## config.mk

```make
export PLATFORM = sky130hd
export DESIGN_NAME = pcr_outq
export DESIGN_NICKNAME = d
export VERILOG_FILES = /design/src/hw/rtl/pcr_pkg.sv /design/src/hw/rtl/pcr_outq.sv
export SDC_FILE = /design/constraint.sdc
export NUM_CORES = 1
export LEC_CHECK = 0
export ABC_AREA = 1
export BUFFER_PORTS_ARGS = -buffer_cell sky130_fd_sc_hd__buf_2
export CORE_UTILIZATION = 45
export CTS_CLUSTER_DIAMETER = 200
export DETAILED_ROUTE_END_ITERATION = 10
export GPL_TIMING_DRIVEN = 1
export PLACE_DENSITY = 0.7
export SYNTH_ARGS = -nofsm -noshare
export SYNTH_HDL_FRONTEND = slang
export SYNTH_SLANG_ARGS = --single-unit
```

## constraint.sdc

```tcl
create_clock -name clk -period 2.1 [get_ports clk]
set_input_delay 0.21 -clock clk [delete_from_list [all_inputs] [get_ports clk]]
set_output_delay 0.21 -clock clk [all_outputs]
set_load 0.005 [all_outputs]
```

## src/hw/rtl/pcr_pkg.sv

```systemverilog
package pcr_pkg;

  localparam int PATH_BYTES_DEF = 1024;

  localparam logic [7:0] CH_SLASH = 8'h2F;
  localparam logic [7:0] CH_DOT   = 8'h2E;

  localparam logic ACT_PATH = 1'b0;
  localparam logic ACT_READ = 1'b1;

  localparam logic KIND_REPORT = 1'b0;
  localparam logic KIND_READ   = 1'b1;

  // one input word plus the flags the front attaches
  typedef struct packed {
    logic       action;
    logic       target;
    logic [7:0] char_in;
    logic       first_char;
    logic       last_char;
    logic [9:0] read_index;
    logic       is_slash;
    logic       is_dot;
  } item_t;

  typedef struct packed {
    logic        kind;
    logic [7:0]  read_char;
    logic [10:0] path_length;
    logic        overflow;
  } result_t;

  typedef enum logic [3:0] {
    S_IDLE,
    S_READ,
    S_READ_OUT,
    S_COPY,
    S_COPY_END,
    S_START,
    S_CHAR,
    S_PUT_SLASH,
    S_PUT_DOTS,
    S_PUT_CHAR,
    S_BACK_RD,
    S_BACK_CHK,
    S_LAST,
    S_REPORT
  } state_t;

endpackage

```

## src/hw/rtl/pcr_outq.sv

```systemverilog
module pcr_outq
  import pcr_pkg::*;
(
  input  logic    clk,
  input  logic    rst,
  input  logic    res_push,
  input  result_t res,
  output logic    res_full,
  output logic    empty,
  input  logic    pop,
  output result_t head
);

  result_t    slots [2];
  logic       wr_ptr;
  logic       rd_ptr;
  logic [1:0] count;
  logic       do_push;
  logic       do_pop;

  assign res_full = (count == 2'd2);
  assign empty    = (count == 2'd0);
  assign head     = slots[rd_ptr];
  assign do_push  = res_push && !res_full;
  assign do_pop   = pop && !empty;

  // hold waiting results
  always_ff @(posedge clk) begin
    if (do_push) begin
      slots[wr_ptr] <= res;
    end
  end

  // advance pointers
  always_ff @(posedge clk) begin
    if (rst) begin
      wr_ptr <= 1'b0;
      rd_ptr <= 1'b0;
      count  <= 2'd0;
    end else begin
      if (do_push) begin
        wr_ptr <= ~wr_ptr;
      end
      if (do_pop) begin
        rd_ptr <= ~rd_ptr;
      end
      count <= count + {1'b0, do_push} - {1'b0, do_pop};
    end
  end

endmodule

```

==> impl_metrics.ini <==
[global_route]
grt.overflow.total = 0
wire_length_of_the_first_global_routing_pass_um = 4130
number_of_antenna_violations_at_the_first_check_in_global_routing = 0
track_usage_pct = 13.8
grt_max_degree = 15
first_global_vias = 929

[flow_run]
maxCapViolations = 0

[yosys]
synth_top_family_by_area = multiplexers
synth_fa_ha_area_share_pct = 1.36
syn_nets = 131
synth-compound-area-share_pct = 0.542
synthesis.area_per_instance_um2 = 17.8
synth_warnings = 0
ys_seq_area_share_pct = 73.7
synth_top_area_share_pct = 68.3
yosys-mux-area-fraction_pct = 16.9
mappedNetlistArea_um2 = 1850
synth.ff_latch_count = 47
synth_simple_gate_area_share_pct = 4.27
yosys.cell_types.count = 11
netlist_instances = 104
post_synth_main_area_contributors = edfxtp_1 (68%), mux2_4 (16%), dfxtp_1 (5.4%)
synth_largest_area_cell = edfxtp_1
synth-xor-area-share_pct = 0

[cts]
clock-sinks = 47
cts_resized = 0
tritoncts = yes
number_of_h_tree_branching_levels = 2
max_root_sink_buffers = 2
post_cts_hold_buffer_count = 0
clk_root_buffer_cell = clkbuf_8
clock_insertion_delay_at_the_later_pin_of_the_skew_report_ns = 0.29
tritoncts.num_buffers = 5
cts.reportedPaths.clkPinSlew_ns = 0.07
post-cts-setup-buffers = 0

[floorplan]
std_cell_rows = 22
initial_standard_cell_utilization_of_the_core_pct = 48.6
chipHeight_um = 66.1
core-area_um2 = 3800
die_area_um2 = 4360
die_w_um = 66.1
io-pin-count = 48

[detailed_routing]
detail_route.drc_violations = 0
drt_first_iter_violations = 30
wl_um = 2670
dr.pass1.iters = 2
wl_per_cell_um = 12.7
antenna_violating_nets_post_route = 0
vias_per_cell = 4.69
route.vias.total = 984

[sta]
period_share_pct = 75.6
timing.final.max_slew_violations = 0
tightest_slew_margin_relative_to_the_limit_pct = 73.4
final.min_clock_period_ns = 1.59
max_slew.worst_pin.slew_ns = 0.398
setup_total_neg_slack_ns = 0
final.setup_skew_ns = 0.00465
hold_violations = 0
max_freq_mhz = 630
rsz0062_at_grt = false
timing.final.setup_violations = 0

[setup_path]
worst_path_arrival_ns = 1.77
category_of_the_most_critical_setup_path = reg -> reg
worstSetupStartpointType = flip-flop
worstPathMaxFanout = 4
end_kind = flip-flop
req_time_crit_path_ns = 2.28
rr_startpoint = count[0]
timing.reg2reg.setup_slack_ns = 0.51
worst_setup_sp = count[0]

[finish]
finalNonFillerCells = 210
layout_area_growth_over_synthesis_pct = 21.5
share_of_final_layout_standard_cells_stronger_than_drive_strength_1_pct = 50.0
number_of_filler_cells_placed_in_the_layout = 315
n_antenna_cell = 0
fin_nets = 188
final_util_pct = 59.1
fin_area_um2 = 2240

[placed_design]
placed_area_um2 = 2160
dp_cells = 202
dp.final_hpwl_um = 2020
place.port_buffers = 47
routabilityCongestion = 0.687

[hold_path]
min-delay-path-class = in -> reg
holdCritStartpoint = rst

[status]
run_status = finished, final reports clean

[power]
max-vdd-ir-drop_v = 0.000645
static-leakage-power_nw = 0.946
power_density_nw_per_um2 = 1100
[where the power goes]
part	switching, mW	total, mW	internal (mW)
Combinational	0.334	0.723	0.390
Sequential	0.0472	1.24	1.19
Clock	0.268	0.500	0.232
Total	0.649	2.46	1.81
[cells in the mapped netlist]
| master | number |
|---|---|
| buf_6 | 2 |
| nor2_1 | 9 |
| ha_1 | 2 |
| inv_1 | 10 |
| edfxtp_1 | 42 |
| nand3_1 | 3 |
| a21oi_1 | 2 |
| mux2_2 | 1 |
| dfxtp_1 | 5 |
| nand2_1 | 8 |
| mux2_4 | 20 |
[layout make-up]
cell class              count  area [um2]  area share [%]
well taps                  48        60.1            2.68
repair buffers             52         273            12.2
clock inverters             2        12.5           0.557
inverters                  10        37.5            1.67
multi-input cells          45         428            19.1
clock buffers               6        72.6            3.23
flip-flops and latches     47        1360            60.6
[final timing paths]
| path | cells past startpoint | end |
|---|---|---|
| worst max register to register | 10 | count[1] |
| worst min-delay path | 2 | count[0] |
| worst min register to register | 2 | rd_ptr |
| worst max-delay path | 10 | count[1] |
[sequential cells by signal (all words and copies together) (netlist names), named ones only]
register and cells:
slots 42, wr_ptr 1, rd_ptr 1, count 2
[worst max-delay path: stages (launching register included)]
cell and delay [ns]:
dfxtp_1 0.36, inv_1 0.06, nand2_1 0.12, nand2_1 0.11, ha_1 0.29, inv_1 0.04
ha_1 0.18, inv_1 0.06, nand2_1 0.06, a21oi_1 0.15, nor2_1 0.06
[kinds of logic after synthesis]
kind of cell	count (synthesis)
AOI/OAI and AO/OA	2
adders and majority gates	2
DFF	47
and+or+nand+nor	20
muxes	21
buffers and inverters	12
[layout by cell type (no fill, tap or decap), types with 2 or more instances in the layout]
cell      count
buf_2        47
edfxtp_1     42
mux2_4       20
inv_1        10
nor2_1        8
nand2_1       8
dfxtp_1       5
clkbuf_8      5
buf_4         5
nand3_1       3
a21oi_1       2
ha_1          2
[per-layer routing]
metal  up-vias  share of wire, %  track usage (%)
met1       464                39             14.5
met2        28                53             23.7
met5         -                 0                0
met3         4               5.8             5.17
met4         0               1.9             7.18
li1        488                 -                -
[per-stage QoR]
step | worst slack [ns] | total power, mW | hold WS (ns)
floorplan | 0.242 | 1.74 | 0.281
global placement | 0.628 | 1.97 | 0.380
detailed placement | 0.519 | 2.00 | 0.388
CTS | 0.506 | 2.50 | 0.0754
global route | 0.392 | 2.61 | 0.0871
finish | 0.512 | 2.46 | 0.0837
Note: power is estimated with default switching activity, not from simulation.
