File: src/hw/rtl/pcr_pkg.sv
package pcr_pkg;

  localparam int PATH_BYTES_DEF = 1024;

  localparam logic [7:0] CH_SLASH = 8'h2F;
  localparam logic [7:0] CH_DOT   = 8'h2E;

  localparam logic ACT_PATH = 1'b0;
  localparam logic ACT_READ = 1'b1;

  localparam logic KIND_REPORT = 1'b0;
  localparam logic KIND_READ   = 1'b1;

  // one input word plus the flags the front attaches
  typedef struct packed {
    logic       action;
    logic       target;
    logic [7:0] char_in;
    logic       first_char;
    logic       last_char;
    logic [9:0] read_index;
    logic       is_slash;
    logic       is_dot;
  } item_t;

  typedef struct packed {
    logic        kind;
    logic [7:0]  read_char;
    logic [10:0] path_length;
    logic        overflow;
  } result_t;

  typedef enum logic [3:0] {
    S_IDLE,
    S_READ,
    S_READ_OUT,
    S_COPY,
    S_COPY_END,
    S_START,
    S_CHAR,
    S_PUT_SLASH,
    S_PUT_DOTS,
    S_PUT_CHAR,
    S_BACK_RD,
    S_BACK_CHK,
    S_LAST,
    S_REPORT
  } state_t;

endpackage

File: src/hw/rtl/pcr_front.sv
module pcr_front
  import pcr_pkg::*;
(
  input  logic       clk,
  input  logic       rst,
  input  logic       push,
  output logic       full,
  input  logic       action,
  input  logic       target,
  input  logic [7:0] char_in,
  input  logic       first_char,
  input  logic       last_char,
  input  logic [9:0] read_index,
  output logic       item_valid,
  output item_t      item,
  input  logic       item_pop
);

  item_t      slots [2];
  logic       wr_ptr;
  logic       rd_ptr;
  logic [1:0] count;
  item_t      in_item;
  logic       do_push;
  logic       do_pop;

  // classify the incoming word
  always_comb begin
    in_item.action     = action;
    in_item.target     = target;
    in_item.char_in    = char_in;
    in_item.first_char = first_char;
    in_item.last_char  = last_char;
    in_item.read_index = read_index;
    in_item.is_slash   = (char_in == CH_SLASH);
    in_item.is_dot     = (char_in == CH_DOT);
  end

  assign full       = (count == 2'd2);
  assign item_valid = (count != 2'd0);
  assign item       = slots[rd_ptr];
  assign do_push    = push && !full;
  assign do_pop     = item_pop && item_valid;

  // hold queued words
  always_ff @(posedge clk) begin
    if (do_push) begin
      slots[wr_ptr] <= in_item;
    end
  end

  // advance pointers
  always_ff @(posedge clk) begin
    if (rst) begin
      wr_ptr <= 1'b0;
      rd_ptr <= 1'b0;
      count  <= 2'd0;
    end else begin
      if (do_push) begin
        wr_ptr <= ~wr_ptr;
      end
      if (do_pop) begin
        rd_ptr <= ~rd_ptr;
      end
      count <= count + {1'b0, do_push} - {1'b0, do_pop};
    end
  end

endmodule

File: config.mk
export PLATFORM = sky130hd
export DESIGN_NAME = pcr_front
export DESIGN_NICKNAME = d
export VERILOG_FILES = /design/src/hw/rtl/pcr_pkg.sv /design/src/hw/rtl/pcr_front.sv
export SDC_FILE = /design/constraint.sdc
export NUM_CORES = 1
export LEC_CHECK = 0
export ABC_AREA = 1
export BUFFER_PORTS_ARGS = -buffer_cell sky130_fd_sc_hd__clkbuf_2
export CAP_MARGIN = 5
export CORE_MARGIN = 4
export CORE_UTILIZATION = 28
export DETAILED_ROUTE_END_ITERATION = 8
export GPL_ROUTABILITY_DRIVEN = 0
export GPL_TIMING_DRIVEN = 0
export PLACE_DENSITY = 0.51
export SYNTH_ARGS = -nofsm -noshare
export SYNTH_HDL_FRONTEND = slang
export SYNTH_SLANG_ARGS = --single-unit
export TNS_END_PERCENT = 10
File: constraint.sdc
create_clock -name clk -period 3.3 [get_ports clk]
set_clock_uncertainty 0.2 [all_clocks]
set_input_delay 0.165 -clock clk [delete_from_list [all_inputs] [get_ports clk]]
set_output_delay 0.165 -clock clk [all_outputs]
set_load 0.02 [all_outputs]
==> results of run 1 <==
-- metrics by stage --
stage	power [W]	utilization (%)
6_report	0.001892	39.12
4_1_cts	0.001927	39.12
2_1_floorplan	0.001369	-
3_5_place_dp	0.001571	34.64
3_3_place_gp	0.001548	34.23
5_1_grt	0.002006	39.12
-- sequential cells by signal (all words and copies together) (netlist names), named ones only --
register	count
wr_ptr	1
count	2
slots	48
rd_ptr	1
-- logic make-up (layout without fill, tap and decap cells) --
family                     count (synthesis)  after routing  synth area share, %
AOI/OAI and AO/OA                          2              2               0.4728
adders and majority gates                  2              2                1.182
buffers and inverters                     14             98                4.374
DFF                                       53             53                72.81
muxes                                     24             24                16.31
and+or+nand+nor                           25             25                4.846
-- worst max-delay path: cells and delay by family, from the launching register on --
kind	cells	cell delay (ns)
flops	1	0.36
buf+inv	2	0.82
simple gates	2	0.22
-- report_power, final --
group / switching (W) / internal [W] / total, W
Clock: 0.000189 / 0.000144 / 0.000332
Sequential: 0.0000314 / 0.000852 / 0.000883
Combinational: 0.000365 / 0.000312 / 0.000677
Total: 0.000585 / 0.00131 / 0.00189
-- metal layers --
layer  GRT usage, %  vias to the layer above
met1          9.914                      580
met5              0                        -
met4          2.163                        0
met3          2.629                        3
met2          16.15                       37
li1               -                      597
-- cells in the final DEF (no fill, tap or decap), drive strengths merged --
cell type,instances
nor3,2
clkinv,1
ha,2
inv,11
nand2,8
dlygate4sd3,25
nor2,10
mux2,24
clkbuf,57
a21oi,2
edfxtp,48
dfxtp,5
buf,4
nand3,5
-- what timing repair did --
action | CTS | global route
endpoints found under the setup margin | 0 | 0
hold buffers | 25 | 0
endpoints found under the hold margin | 49 | 0
-- worst paths after layout --
check	depth (start not counted)	endpoint	slack (ns)
worst max-delay path	4	slots[1][4]	1.30
worst min-delay path	2	flip-flop	0.32
worst max register to register	4	slots[1][4]	1.30
worst min register to register	2	flip-flop	0.32
-- final cells by class --
cell class / count / area [um2] / area share [%]
timing repair buffer: 77 / 533.0 / 18.68
sequential: 53 / 1541 / 54.04
clock inverter: 1 / 3.754 / 0.1316
buffer: 3 / 51.30 / 1.798
clock buffer: 6 / 72.57 / 2.544
tap: 99 / 123.9 / 4.342
inverter: 11 / 41.29 / 1.447
multi-input combinational: 53 / 485.5 / 17.02
==> results by group, run 1 <==
Worst setup path
  – CP cell instances: inv_1 > nand2_1 > nand3_1 > inv_1
  – CP Capture Type: flip-flop
  – Worst R2R Start: count[0]
  – Critical-path maximum fanout: 24
  – Worst Setup Path Type: reg2reg
  – Most frequent CP cell: inv_1
  – Critical path's largest stage delay: 0.76 ns
  – Worst endpoint required time: 3.01 ns
  – Crit start category: flip-flop
  – Worst EP arrival: 1.72 ns
  – Worst Setup SP: count[0]
  – Worst path slowest cell: inv_1

GRT
  – Grt total ovfl: 0
  – First-pass GRT wire length: 5.920 mm
  – Vias in the first global route: 1277
  – Largest net degree at the start of global routing: 25
  – Initial antenna violation count: 0
  – Total GRT Usage: 8.797%

STA
  – Fin crit period: 2.002 ns
  – Worst rel slew slack: 31.01%
  – Final hold violations: 0
  – Tcrit/Tclk final: 60.67%
  – Fmax: 499.4 MHz
  – PnR worst setup slack: 1.298 ns
  – Max Slew Vio Count: 0
  – Final hold slack: 0.3178 ns
  – Fin Setup TNS: 0 ns
  – RSZ-0062 raised after global routing: no
  – Actual slew at the worst max-slew pin: 1.034 ns
  – Final setup vio count: 0

Pwr
  – Lkg Pwr: 1.166 nW
  – PwrDens: 663.3 nW/um2
  – Max VDD drop: 0.0003988 V

Layout
  – Inserted Diodes: 0
  – Fillers: 732
  – Area growth from synthesis to layout: 34.75%
  – Layout cell share with drive strength beyond 1: 41.67%
  – Final Cell Area: 2853 um2
  – Nets: 232
  – Final Non-Filler Cells: 303

Floorplan
  – Area of the core: 7292 um2
  – Die width: 94.95 um
  – I/O pins: 52
  – Die H: 94.95 um
  – Row cnt: 31
  – Initial Util: 29.03%
  – Total die area: 9016 um2

Clock tree
  – Setup repair bufs after CTS: 0
  – Insertion delay to the later sink of the worst-skew pair: 0.29 ns
  – Worst-path clk slew: 0.09 ns
  – Max Root-Sink Buffers: 2
  – CTS HTree Levels: 2
  – CTS Sinks: 53
  – Root buf cell: clkbuf_8
  – CTS buffer count: 5
  – Post-cts resize count: 0
  – CTS tree: yes

Routing
  – Drt pass-1 iters: 4
  – Met3 wire length: 231 um
  – Met1 Routed Length: 1.556 mm
  – DR top layer: met4
  – WL met2: 1.889 mm
  – Vias: 1217
  – DR iter-0 viols: 49
  – Antenna Nets Post-Route: 0
  – Avg WL per Cell: 12.21 um
  – Vias per Instance: 4.017
  – Final WL: 3.701 mm
  – Drt drc: 0

Yosys
  – Synth area leader: edfxtp_1
  – Synth Cell Area: 2117 um2
  – Cells after synthesis: 120
  – Sequential area share after synthesis: 72.81%
  – Synth top area share: 68.09%
  – Post-synth top cells: edfxtp_1, mux2_4, inv_1
  – Number of flops mapped to enable cells by yosys: 48
  – Synth Area per Inst: 17.64 um2
  – Synth cell types: 13
  – Count leader, synth: edfxtp_1
  – Largest cells by area after synthesis: edfxtp_1, mux2_4, dfxtp_1
  – Number of synthesized register bits: 53
  – FFs w/ async S/R, synth: 0%
  – Post-synth net total: 148
  – Synth Warn #: 0
  – Dominant synthesized flop cell: edfxtp_1

Run status
  – Status: finished, final reports clean

Min path
  – Hold path start: rd_ptr
  – Hold WC Path Type: reg2reg

Placed design
  – Post-DP HPWL: 2.484 mm
  – Pre-CTS WS: 1.253 ns
  – I/O Buffers: 51
  – Dpl cells: 271
  – Cell Area, Placed: 2526 um2

Job
  – Max_cap viols: 0
Power figures use the tool's default switching activity.
==> inputs of run 2 (changes only) <==
- PLACE_DENSITY: 0.51 -> 0.53
- clock period: 3.3 -> 1.8 ns (I/O delays scaled with it)
==> results by group, run 2 (synthesis results as in run 1) <==
Pwr
  – Lkg Pwr: 1.175 nW
  – Max VDD drop: 0.0005655 V
  – PwrDens: 1264 nW/um2

GRT
  – Vias in the first global route: 1296
  – Largest net degree at the start of global routing: 25
  – First-pass GRT wire length: 5.940 mm
  – Grt total ovfl: 0
  – Initial antenna violation count: 0
  – Total GRT Usage: 8.825%

Layout
  – Fillers: 714
  – Largest registers: slots (48), count (2)
  – Most frequent cells in the layout: clkbuf_2, edfxtp_1, dlygate4sd3_1, mux2_4
  – Layout Utilization: 39.74%
  – Biggest register: slots
  – Inserted Diodes: 0
  – Layout cell share with drive strength beyond 1: 46.34%
  – Final Non-Filler Cells: 304
  – Max reg flops: 48
  – Area of the multi-input gates: 500.5 um2
  – Most common library cell in the layout ignoring fill and taps: clkbuf_2
  – Nets: 232
  – Register Area: 1544 um2
  – Final Cell Area: 2898 um2
  – Area growth from synthesis to layout: 36.88%

STA
  – Fmax: 592.1 MHz
  – Final setup vio count: 0
  – Max Slew Vio Count: 0
  – Fin crit period: 1.689 ns
  – Tcrit/Tclk final: 93.82%
  – Final hold violations: 0
  – Worst rel slew slack: 61.49%
  – Actual slew at the worst max-slew pin: 0.5765 ns
  – PnR worst setup slack: 0.1112 ns

Clock tree
  – CTS tree: yes
  – CTS HTree Levels: 2
  – Setup repair bufs after CTS: 0
  – CTS Sinks: 53
  – Insertion delay to the later sink of the worst-skew pair: 0.29 ns
  – Root buf cell: clkbuf_8
  – Max Root-Sink Buffers: 2
  – CTS buffer count: 5
  – Worst-path clk slew: 0.09 ns

Routing
  – DR top layer: met4
  – Drt drc: 0
  – Final WL: 3.750 mm
  – WL met2: 1.867 mm
  – Drt pass-1 iters: 4
  – Vias per Instance: 3.997
  – Vias: 1215
  – Met3 wire length: 214 um
  – Met1 Routed Length: 1.601 mm
  – DR iter-0 viols: 22
  – Antenna Nets Post-Route: 0
  – Avg WL per Cell: 12.34 um

Floorplan
  – I/O pins: 52
  – Row cnt: 31
  – Die width: 94.95 um
  – Area of the core: 7292 um2
  – Initial Util: 29.03%
  – Total die area: 9016 um2
  – Die H: 94.95 um

Min path
  – Hold WC Path Type: in2reg

Job
  – Max_cap viols: 0

Worst setup path
  – Crit start category: flip-flop
  – Worst EP arrival: 1.36 ns
  – Worst Setup Path Type: reg2reg
  – Critical-path maximum fanout: 24
  – Worst endpoint required time: 1.47 ns
  – CP Capture Type: flip-flop

Run status
  – Status: finished, final reports clean

Placed design
  – Post-DP HPWL: 2.513 mm
  – Dpl cells: 271
  – Cell Area, Placed: 2514 um2
  – Pre-CTS WS: -0.2443 ns
  – I/O Buffers: 51
-- run 2: worst max-delay path, cell delays in order, from the launching register on --
cell        delay (ns)
dfxtp_2           0.34
inv_2             0.06
nand2_2           0.08
nand3_2           0.10
clkinvlp_4        0.48
-- run 2: path summary, 6_finish.rpt --
path | start | endpoint | slack (ns) | cells after the start
max reg2reg | count[0] | slots[1][0] | 0.11 | 4
max | count[0] | slots[1][0] | 0.11 | 4
min reg2reg | rd_ptr | flip-flop | 0.32 | 2
min | rst | count[0] | 0.29 | 3
-- run 2: power breakdown --
group | switching [W] | internal, W | total (W)
registers | 0.0000640 | 0.00157 | 0.00163
clock network | 0.000372 | 0.000417 | 0.000789
logic | 0.000679 | 0.000565 | 0.00124
total | 0.00112 | 0.00255 | 0.00366
-- run 2: timing repair --
action | 4_1_cts | 5_1_grt
endpoints found under the setup margin | 48 | 37
pin swaps | 0 | 0
endpoints found under the hold margin | 53 | 0
hold buffers | 25 | 0
resized for setup | 4 | 4
-- run 2: routing by layer --
metal / track usage [%] / vias to the layer above
met3: 3.108 / 9
met1: 9.794 / 573
met5: 0 / -
met2: 15.56 / 34
met4: 3.125 / 0
li1: - / 599
-- run 2: cell type report --
cell class	instances	area share [%]
sequential	53	53.28
timing repair buffer	77	17.96
multi-input combinational	53	17.27
tap	99	4.275
clock buffer	5	2.375
buffer	3	1.770
inverter	11	1.554
clock inverter	3	1.511
-- run 2: per-stage QoR --
| step | total power, W | hold slack (ns) | setup TNS [ns] |
|---|---|---|---|
| 2_1_floorplan | 0.002511 | -0.03878 | 0 |
| 3_3_place_gp | 0.002833 | 0.06022 | -17.51 |
| 3_5_place_dp | 0.002858 | 0.06541 | -8.878 |
| 4_1_cts | 0.003716 | 0.2715 | -0.07740 |
| 5_1_grt | 0.003888 | 0.2842 | -0.2086 |
| 6_report | 0.003662 | 0.2881 | 0 |
